File: config.mk
export PLATFORM = sky130hd
export DESIGN_NAME = lru_key_value_cache_flat
export DESIGN_NICKNAME = d
export VERILOG_FILES = /design/src/rtl/core/lkv_pkg.sv /design/src/rtl/core/lkv_req_if.sv /design/src/rtl/core/lkv_rsp_if.sv /design/src/rtl/core/lkv_store.sv /design/src/rtl/core/lru_key_value_cache.sv /design/src/flat_wrapper.sv
export SDC_FILE = /design/constraint.sdc
export NUM_CORES = 2
export LEC_CHECK = 0
export ABC_AREA = 0
export BUFFER_PORTS_ARGS = -buffer_cell sky130_fd_sc_hd__buf_2
export CORE_MARGIN = 3
export CORE_UTILIZATION = 57
export CTS_CLUSTER_SIZE = 12
export DETAILED_ROUTE_END_ITERATION = 7
export PLACE_DENSITY = 0.87
export SLEW_MARGIN = 10
export SYNTH_ARGS = -nofsm -noshare
export SYNTH_HDL_FRONTEND = slang
export SYNTH_SLANG_ARGS = --single-unit
File: constraint.sdc
create_clock -name clk_i -period 5.24 [get_ports clk_i]
set_input_delay 0.262 -clock clk_i [delete_from_list [all_inputs] [get_ports clk_i]]
set_output_delay 0.262 -clock clk_i [all_outputs]
set_load 0.02 [all_outputs]
File: src/rtl/core/lkv_pkg.sv
`timescale 1ns / 1ps

package lkv_pkg;

  localparam int unsigned KeyW  = 32;
  localparam int unsigned DataW = 32;
  localparam int unsigned CapW  = 5;

  localparam logic [CapW-1:0]  CapReset = 5'd16;
  // read data returned by a get that misses: all ones
  localparam logic [DataW-1:0] MissData = '1;

  typedef enum logic {
    ActGet = 1'b0,
    ActPut = 1'b1
  } action_e;

  typedef struct packed {
    action_e          action;
    logic [KeyW-1:0]  lookup_key;
    logic [DataW-1:0] write_value;
  } req_t;

  typedef struct packed {
    logic             found;
    logic [DataW-1:0] read_data;
  } rsp_t;

endpackage

File: src/rtl/core/lkv_req_if.sv
`timescale 1ns / 1ps

interface lkv_req_if;
  logic               valid;
  logic               ready;
  logic               action;
  logic signed [31:0] lookup_key;
  logic signed [31:0] write_value;

  modport source (output valid, action, lookup_key, write_value, input ready);
  modport sink   (input valid, action, lookup_key, write_value, output ready);
endinterface

File: src/rtl/core/lkv_rsp_if.sv
`timescale 1ns / 1ps

interface lkv_rsp_if;
  logic               valid;
  logic               ready;
  logic               found;
  logic signed [31:0] read_data;

  modport source (output valid, found, read_data, input ready);
  modport sink   (input valid, found, read_data, output ready);
endinterface

File: src/rtl/core/lkv_store.sv
`timescale 1ns / 1ps

module lkv_store #(
  parameter int unsigned MAX_ENTRIES = 16
) (
  input  logic                  clk_i,
  input  logic                  rst_ni,
  input  lkv_pkg::req_t         req_i,
  input  logic                  exec_i,
  input  logic [lkv_pkg::CapW-1:0] cap_i,
  output lkv_pkg::rsp_t         rsp_o
);
  import lkv_pkg::*;

  localparam int unsigned RankW = (MAX_ENTRIES > 1) ? $clog2(MAX_ENTRIES) : 1;
  localparam int unsigned CntW  = $clog2(MAX_ENTRIES + 1);
  localparam int unsigned CmpW  = (CntW > CapW) ? CntW : CapW;

  logic [KeyW-1:0]  key_q   [MAX_ENTRIES];
  logic [DataW-1:0] val_q   [MAX_ENTRIES];
  logic [RankW-1:0] rank_q  [MAX_ENTRIES];
  logic [RankW-1:0] rank_d  [MAX_ENTRIES];
  logic [MAX_ENTRIES-1:0] valid_q, valid_d;
  logic [CntW-1:0]  occ_q, occ_d;

  logic [MAX_ENTRIES-1:0] hit_vec, free_vec, vic_vec, tgt_vec;
  logic             hit;
  logic [RankW-1:0] hit_rank;
  logic [DataW-1:0] hit_data;
  logic             free_seen;
  logic [CapW-1:0]  cap_eff;
  logic             insert_ok;
  logic [CntW-1:0]  thr;
  logic             is_put;
  logic             upd;

  assign is_put = (req_i.action == ActPut);

  // parallel tag compare; keys are unique among valid entries so hit_vec is one-hot
  always_comb begin
    hit_rank = '0;
    hit_data = '0;
    for (int i = 0; i < MAX_ENTRIES; i++) begin
      hit_vec[i] = valid_q[i] && (key_q[i] == req_i.lookup_key);
      vic_vec[i] = valid_q[i] && (CntW'(rank_q[i]) == (occ_q - CntW'(1)));
      if (hit_vec[i]) begin
        hit_rank = hit_rank | rank_q[i];
        hit_data = hit_data | val_q[i];
      end
    end
  end

  assign hit = |hit_vec;

  // lowest-numbered free slot
  always_comb begin
    free_seen = 1'b0;
    free_vec  = '0;
    for (int i = 0; i < MAX_ENTRIES; i++) begin
      if (!valid_q[i] && !free_seen) begin
        free_vec[i] = 1'b1;
        free_seen   = 1'b1;
      end
    end
  end

  assign cap_eff   = (cap_i == '0) ? CapW'(1) : cap_i;
  assign insert_ok = (CmpW'(occ_q) < CmpW'(cap_eff)) && (occ_q < CntW'(MAX_ENTRIES));

  // Target slot and promotion threshold: valid entries ranked below thr age by one.
  // An insert uses thr = occupancy so that every valid entry ages.
  always_comb begin
    if (hit) begin
      tgt_vec = hit_vec;
      thr     = CntW'(hit_rank);
    end else if (insert_ok) begin
      tgt_vec = free_vec;
      thr     = occ_q;
    end else begin
      tgt_vec = vic_vec;
      thr     = occ_q - CntW'(1);
    end
  end

  assign upd = exec_i && (hit || is_put);

  always_comb begin
    valid_d = valid_q;
    occ_d   = occ_q;
    for (int i = 0; i < MAX_ENTRIES; i++) begin
      rank_d[i] = rank_q[i];
      if (upd) begin
        if (tgt_vec[i]) begin
          rank_d[i] = '0;
        end else if (valid_q[i] && (CntW'(rank_q[i]) < thr)) begin
          rank_d[i] = rank_q[i] + RankW'(1);
        end
      end
    end
    if (upd && !hit && insert_ok) begin
      valid_d = valid_q | free_vec;
      occ_d   = occ_q + CntW'(1);
    end
  end

  always_ff @(posedge clk_i or negedge rst_ni) begin
    if (!rst_ni) begin
      valid_q <= '0;
      occ_q   <= '0;
      for (int i = 0; i < MAX_ENTRIES; i++) begin
        rank_q[i] <= '0;
      end
    end else begin
      valid_q <= valid_d;
      occ_q   <= occ_d;
      for (int i = 0; i < MAX_ENTRIES; i++) begin
        rank_q[i] <= rank_d[i];
      end
    end
  end

  // key and value store, no reset: entries are only read once valid
  always_ff @(posedge clk_i) begin
    for (int i = 0; i < MAX_ENTRIES; i++) begin
      if (upd && is_put && tgt_vec[i]) begin
        val_q[i] <= req_i.write_value;
        if (!hit) begin
          key_q[i] <= req_i.lookup_key;
        end
      end
    end
  end

  assign rsp_o.found     = hit;
  assign rsp_o.read_data = hit ? hit_data : MissData;

endmodule

File: src/rtl/core/lru_key_value_cache.sv
`timescale 1ns / 1ps
// LRU key/value cache, fully associative, MAX_ENTRIES slots.
// req  (sink):   one beat per get (action 0) or put (action 1) with key and value.
// rsp  (source): one beat per get: found and read_data (all ones on a miss).
//                Puts produce no rsp beat.
// cfg:  cfg_we_i / cfg_wdata_i write the capacity register (0 acts as 1,
//       above MAX_ENTRIES acts as MAX_ENTRIES); write only while idle.
// Flow: a req beat is taken into the request register, then looked up and applied
//   to the store, and a get's result is written to the result register as it is applied.
// Throughput: one beat per cycle unless a stall holds a get; the whole lookup,
//   LRU rank update and victim choice run combinationally between the request
//   register and the store / result registers.
// Reset: all entries invalid, occupancy zero, capacity 16; no clearing pass.
// Stall: once the result register holds an unread beat and rsp is held off,
//   the next get waits in the request register and req.ready drops; puts
//   ahead of that get still complete since they give no rsp beat.
module lru_key_value_cache #(
  parameter int unsigned MAX_ENTRIES = 16
) (
  input  logic                     clk_i,
  input  logic                     rst_ni,
  lkv_req_if.sink                  req,
  lkv_rsp_if.source                rsp,
  input  logic                     cfg_we_i,
  input  logic [lkv_pkg::CapW-1:0] cfg_wdata_i
);
  import lkv_pkg::*;

  logic            in_v_q;
  req_t            in_q;
  logic            out_v_q;
  rsp_t            out_q;
  logic [CapW-1:0] cap_q;
  rsp_t            lookup;
  logic            exec;
  logic            is_get;

  assign is_get = (in_q.action == ActGet);

  // a put always completes; a get needs room in the result register
  assign exec      = in_v_q && (!is_get || !out_v_q || rsp.ready);
  assign req.ready = !in_v_q || exec;

  lkv_store #(
    .MAX_ENTRIES (MAX_ENTRIES)
  ) u_lkv_store (
    .clk_i  (clk_i),
    .rst_ni (rst_ni),
    .req_i  (in_q),
    .exec_i (exec),
    .cap_i  (cap_q),
    .rsp_o  (lookup)
  );

  always_ff @(posedge clk_i or negedge rst_ni) begin
    if (!rst_ni) begin
      in_v_q  <= 1'b0;
      out_v_q <= 1'b0;
      cap_q   <= CapReset;
    end else begin
      if (req.ready) begin
        in_v_q <= req.valid;
      end
      if (exec && is_get) begin
        out_v_q <= 1'b1;
      end else if (rsp.ready) begin
        out_v_q <= 1'b0;
      end
      if (cfg_we_i) begin
        cap_q <= cfg_wdata_i;
      end
    end
  end

  // payload registers
  always_ff @(posedge clk_i) begin
    if (req.valid && req.ready) begin
      in_q.action      <= action_e'(req.action);
      in_q.lookup_key  <= req.lookup_key;
      in_q.write_value <= req.write_value;
    end
    if (exec && is_get) begin
      out_q <= lookup;
    end
  end

  assign rsp.valid     = out_v_q;
  assign rsp.found     = out_q.found;
  assign rsp.read_data = out_q.read_data;

endmodule

File: src/flat_wrapper.sv
// flat-port wrapper written by rule: the top's interface ports become plain ports
module lru_key_value_cache_flat import lkv_pkg::*;
#(
  parameter int unsigned MAX_ENTRIES = 16
)
  (clk_i, rst_ni, cfg_we_i, cfg_wdata_i, req_valid, req_action, req_lookup_key, req_write_value, req_ready, rsp_valid, rsp_found, rsp_read_data, rsp_ready);
  lkv_req_if req_i ();
  lkv_rsp_if rsp_i ();
  input  logic clk_i;
  input  logic rst_ni;
  input  logic cfg_we_i;
  input  logic [lkv_pkg::CapW-1:0] cfg_wdata_i;
  input wire logic [$bits(req_i.valid)-1:0] req_valid;
  input wire logic [$bits(req_i.action)-1:0] req_action;
  input wire logic [$bits(req_i.lookup_key)-1:0] req_lookup_key;
  input wire logic [$bits(req_i.write_value)-1:0] req_write_value;
  output wire logic [$bits(req_i.ready)-1:0] req_ready;
  output wire logic [$bits(rsp_i.valid)-1:0] rsp_valid;
  output wire logic [$bits(rsp_i.found)-1:0] rsp_found;
  output wire logic [$bits(rsp_i.read_data)-1:0] rsp_read_data;
  input wire logic [$bits(rsp_i.ready)-1:0] rsp_ready;
  assign req_i.valid = req_valid;
  assign req_i.action = req_action;
  assign req_i.lookup_key = req_lookup_key;
  assign req_i.write_value = req_write_value;
  assign req_ready = req_i.ready;
  assign rsp_valid = rsp_i.valid;
  assign rsp_found = rsp_i.found;
  assign rsp_read_data = rsp_i.read_data;
  assign rsp_i.ready = rsp_ready;
  lru_key_value_cache #(.MAX_ENTRIES(MAX_ENTRIES)) u_core (.clk_i(clk_i), .rst_ni(rst_ni), .req(req_i), .rsp(rsp_i), .cfg_we_i(cfg_we_i), .cfg_wdata_i(cfg_wdata_i));
endmodule
# Word level (Yosys, flattened, before mapping)
# Memories as Yosys holds them, arrays and structs flattened.
# Index checks and enable logic that the tools add are counted.
# W data, S select, Z words.
# classes
n_eq_ne	32
reduce_logical	158
n_lt_le_gt_ge	18
div	0
n_mux	166
multipliers	0
n_addsub	18
shift	0
bitwise	32
# op_table
cell	n
$eq A32 B32 Y1	16
$mux W32	16
$or A32 B32 Y32	15
$mux W4	48
$mux W1	97
$logic_and A1 B1 Y1	87
$eq A4 B5 Y1	16
$lt A4 B5 Y1	16
$add A4 B1 Y4 const B	16
$or A4 B4 Y4	15
$reduce_bool A2 Y1	17
$logic_not A1 Y1	32
$mux W16	2
$reduce_and A2 Y1	16
$or A16 B16 Y16	1
$reduce_or A16 Y1	1
$mux W5	3
$add A5 B1 Y5 const B	1
$logic_not A5 Y1	1
$lt A5 B5 Y1	1
$lt A5 B5 Y1 const B	1
$sub A5 B1 Y5 const B	1
$logic_or A1 B1 Y1	4
$not A1 Y1	1
# totals
register_bits	190
mem_bits_rw	1024
mem_count	2
out_inout_bits	35
romBits	0
latchBits	0
# memory_table
name	depth	width	read_ports	rd_ports_with_merged_regs	wr	line_no	source
u_core.u_lkv_store.key_q	16	32	16	0	16	lkv_store.sv:19	logic [KeyW-1:0] key_q [MAX_ENTRIES];
u_core.u_lkv_store.val_q	16	32	16	0	16	lkv_store.sv:20	logic [DataW-1:0] val_q [MAX_ENTRIES];

# Longest topological paths before layout
# depth
ltp_word	50
mapped_depth	18

# Hierarchy
# A second synthesis with hierarchy kept.
# unflattened
hier_cells	3438
hier_area_um2	52554.2
# by_module_without_submodules
mod	cells_per_inst	n_inst	area_each_um2
lkv_store	3319	1	49319.8
lru_key_value_cache	119	1	3234.4

# Least setup slack after synthesis
# OpenSTA, ideal clock, no wires.
# synth_timing
kind	reg2reg
start	register u_core.in_q[41] (netlist name)
end	register u_core.u_lkv_store.rank_q[23] (netlist name)
path_stages_with_launch	19
setup_ns	0.084
path_slack_ns	0.046
period_less_slack_ns	5.194
required_time_ns	5.156
n_path_buf	5
arrival_ns	5.109
path_cell_list	edfxtp_1 -> buf_2 -> buf_2 -> xor2_1 -> nor4_1 -> and3_1 -> and4_1 -> clkbuf_1 -> clkbuf_1 -> clkbuf_1 -> a22oi_1 -> nand4_1 -> a211oi_1 -> ha_1 -> a21o_1 -> a21oi_1 -> o211ai_1 -> or4_1 -> a21boi_0
# synth_via
elab_chain_cells	38
# synth_lines
element	line_no	source
start, declared	lru_key_value_cache.sv:30	req_t in_q;
$eq A32 B32 Y1	lkv_store.sv:44	hit_vec[i] = valid_q[i] && (key_q[i] == req_i.lookup_key);
$logic_and A1 B1 Y1	lkv_store.sv:44	
$mux W4	lkv_store.sv:46	if (hit_vec[i]) begin
$or A4 B4 Y4	lkv_store.sv:47	hit_rank = hit_rank | rank_q[i];
$mux W4	lkv_store.sv:46	
$or A4 B4 Y4	lkv_store.sv:47	
$mux W4	lkv_store.sv:46	
$or A4 B4 Y4	lkv_store.sv:47	
[22 not listed]	-	
$mux W4	lkv_store.sv:46	
$or A4 B4 Y4	lkv_store.sv:47	
$mux W4	lkv_store.sv:46	
$mux W5	lkv_store.sv:73	if (hit) begin
$lt A4 B5 Y1	lkv_store.sv:95	end else if (valid_q[i] && (CntW'(rank_q[i]) < thr)) begin
$logic_and A1 B1 Y1	lkv_store.sv:95	
$reduce_bool A2 Y1 (no line)	-	
$reduce_and A2 Y1 (no line)	-	
end signal, assigned by index	lkv_store.sv:117	rank_q[i] <= rank_d[i];
end, declared	lkv_store.sv:21	logic [RankW-1:0] rank_q [MAX_ENTRIES];
# Parallel ways exist; a longest one is shown, timed or not.
# A chain may end at the register's enable or synchronous reset.

==> impl_metrics.yaml <==
flow_run:
  drv_cap: 0
sta:
  setup-tns-final_ns: 0
  max_slew_margin_pct: 13.7
  final-setup-viol-count: 0
  drv_slew: 0
  period_needed_ns: 5.14
  fmax_ghz: 0.195
  clock_skew_ns: 0.0291
  fin_crit_sh_pct: 98.0
  tightest_slew_ns: 1.29
  hold_viol: 0
  rsz0062_at_grt: "false"
place:
  hpwlAfterDp_mm: 88.3
  io_buffers: 109
  placed_cell_area_um2: 54900
  gp_congestion: 0.937
die:
  initial_utilization_pct: 57.6
  io_pins: 110
  die_area_um2: 94800
  core_area_um2: 90100
  std_cell_rows: 110
  die_x_um: 308
  die_h_um: 308
clock_tree:
  cts_tree: "done"
  clk_path_buf_depth: 3
  cts_sinks: 1214
  clock_tree.root_cell: "clkbuf_16"
  ctsResizeCount: 0
  clk_latency_ns: 0.73
  cts_htree_levels: 3
  path_clk_slew_ns: 0.06
  cts_made_buffers: 117
synthesis:
  synth-seq-cells: 1214
  postSynthAreaPerCell_um2: 15.3
  synthArstFlopShare_pct: 7.58
  synth_edf_count: 1122
  synth_top_flop_cell: "edfxtp_1"
  syn_nets: 3547
  ys_warn_count: 0
  seq_area_frac_synth_pct: 69.3
  ys_types: 75
  synth_area_um2: 52000
  syn_inst: 3402
worst_setup_path:
  critPathCaptureType: "register"
  slowest_stage: "nor4_1"
  critPathKind: "register to register"
  critPathBufInv: 7
  critical_path.top_delay_family: "simple AND/OR/NAND/NOR gates"
  critPathLaunchType: "register"
  crit_arrival_ns: 5.52
  cp.required_ns: 5.63
  worstPathCellList: "buf_4, buf_4, xor2_1, nor4_1, nand4_1, nor4_4, nor4_1, and4_1, buf_4, clkinv_2, buf_4, o21ai_0, inv_1, nor2_4, buf_4"
  cp_slowest_stage_delay_ns: 0.74
  cp_common_cell: "buf_4"
  path_max_fanout: 14
global_route:
  grt_pass1_wl_mm: 235
  grt_max_degree: 68
  antenna_found_initial: 5
  grtUsageTotal_pct: 33.8
  grt_overflow: 0
  grt_pass1_vias: 35700
drt:
  drtIter0Drc: 6368
  via_per_inst: 7.25
  ant_nets: 0
  wl_per_cell_um: 32.9
  drc: 1
  routed_wl_mm: 162
  vias: 35800
  drt_first_pass_iters: 8
layout:
  finalNetCount: 3853
  final_cell_mix: "edfxtp_1, xor2_1, xnor2_1"
  drive_gt1_share_pct: 12.8
  final_common_cell: "edfxtp_1"
  finalInstanceArea_um2: 59100
  area_growth_pct: 13.6
worst_hold_path:
  hold_path_class: "input pin to asynchronous set/reset pin"
power_and_ir_drop:
  p_leak_nw: 19.9
  power_density_nw_per_um2: 432
  ir_drop_v: 0.000451
run_status:
  violations: "design-rule violations"
  outcome: "complete, but fails checks"
## state kept, by name, indices dropped and copies added, names as in the netlist
signal	flops
u_core.cap_q	5
u_core.in_q	65
u_core.in_v_q	1
u_core.rsp.found	1
u_core.rsp.read_data	32
u_core.rsp.valid	1
u_core.u_lkv_store.key_q	512
u_core.u_lkv_store.occ_q	5
u_core.u_lkv_store.rank_q	64
u_core.u_lkv_store.val_q	512
u_core.u_lkv_store.valid_q	16
## cells in the mapped netlist (7+ instances only)
cell type  count  area, um2
a211o_1        7       61.3
a21o_1        27        203
a21oi_1       41        205
a221oi_1     100        876
a22o_1       100        876
a22oi_1       80        601
and2_1        20        125
and3_1        53        332
and4_1        14        123
buf_1         10       37.5
buf_2         31        155
buf_4         38        285
buf_6         10        113
clkbuf_1      76        285
dfrtp_1       91       2280
edfxtp_1    1122      33700
ha_1          70        876
inv_1         33        124
mux2i_1       25        250
nand2_1       94        353
nand2b_1      22        138
nand3_1       78        390
nand4_1      151        945
nor2_1        83        312
nor2b_1       15       93.8
nor3_1        37        185
nor3b_1        7       52.6
nor4_1       127        795
nor4b_1        7       61.3
nor4bb_1       8       80.1
o211a_1       14        140
o211ai_1      30        225
o21a_1         9       67.6
o21ai_0       31        155
o21ai_1        8       40.0
o21bai_1       8       60.1
o31ai_1       19        143
or4_1         44        330
xnor2_1      219       1920
xor2_1       364       3190
## metal layers
metal | up-vias | track usage, % | part of all wire, %
li1 | 13900 | - | -
met1 | 17000 | 42.1 | 32
met2 | 3902 | 51.0 | 44
met3 | 953 | 11.3 | 16
met4 | 2 | 21.7 | 7.6
met5 | - | 0 | 0.034
## stage by stage
step | power, W | hold slack (ns) | instances | setup WS (ns) | util (%)
6_report | 0.0255 | 0.00584 | 4934 | 0.103 | 65.5
5_1_grt | 0.0262 | 0.0524 | 4933 | 0.124 | 65.5
4_1_cts | 0.0251 | 0.0166 | 4931 | 0.504 | 65.5
3_5_place_dp | 0.0173 | 0.203 | 4682 | 0.510 | 60.9
3_3_place_gp | 0.0171 | 0.199 | 4682 | 0.594 | 60.9
2_1_floorplan | 0.0154 | -0.0336 | 3402 | 0.0464 | -
## cell type report
class | count | area (um2)
antenna | 2 | 5.00
clock buffer | 136 | 3020
clock inverter | 31 | 334
fill | 5442 | 31100
inverter | 34 | 129
multi-input combinational | 1989 | 15200
sequential | 1214 | 36000
tap | 1176 | 1470
timing repair buffer | 352 | 2880
## final timing paths
| check | from | end | slack (ns) | cells past startpoint |
|---|---|---|---|---|
| max in group asynchronous | rst_ni | u_core.u_lkv_store.rank_q[23] | 3.95 | 3 |
| setup / recovery | u_core.in_q[57] | u_core.u_lkv_store.val_q[1][224] | 0.10 | 15 |
| min in group clk_i | req_write_value[25] | u_core.in_q[25] | 0.25 | 2 |
| setup reg to reg | u_core.in_q[57] | u_core.u_lkv_store.val_q[1][224] | 0.10 | 15 |
| hold / removal | rst_ni | u_core.u_lkv_store.rank_q[62] | 0.006 | 2 |
| hold reg to reg | u_core.u_lkv_store.val_q[1][139] | u_core.rsp.read_data[11] | 0.58 | 2 |
## repair_timing
item	4_1_cts	5_1_grt
hold endpoints to repair	97	0
buffers inserted	0	0
hold buffers	82	0
setup endpoints to repair	0	0
## power breakdown
group / internal [W] / switching [W]
Combinational: 0.00186 / 0.00351
Sequential: 0.0114 / 0.000769
Clock: 0.00428 / 0.00366
Total: 0.0176 / 0.00793
## cell families (layout without fill, tap and decap cells)
group / Yosys count / count (layout) / share of synthesized area, %
buffers and inverters: 199 / 553 / 1.93
AND/OR/NAND/NOR: 799 / 799 / 9.06
AO/OA/AOI/OAI: 503 / 503 / 7.55
XOR/XNOR: 584 / 584 / 9.86
adder cells (fa/ha/maj): 70 / 70 / 1.69
multiplexers: 33 / 33 / 0.655
other: 0 / 2 / 0
flip-flops: 1214 / 1214 / 69.3
No activity file was read; power rests on OpenSTA's default activity.
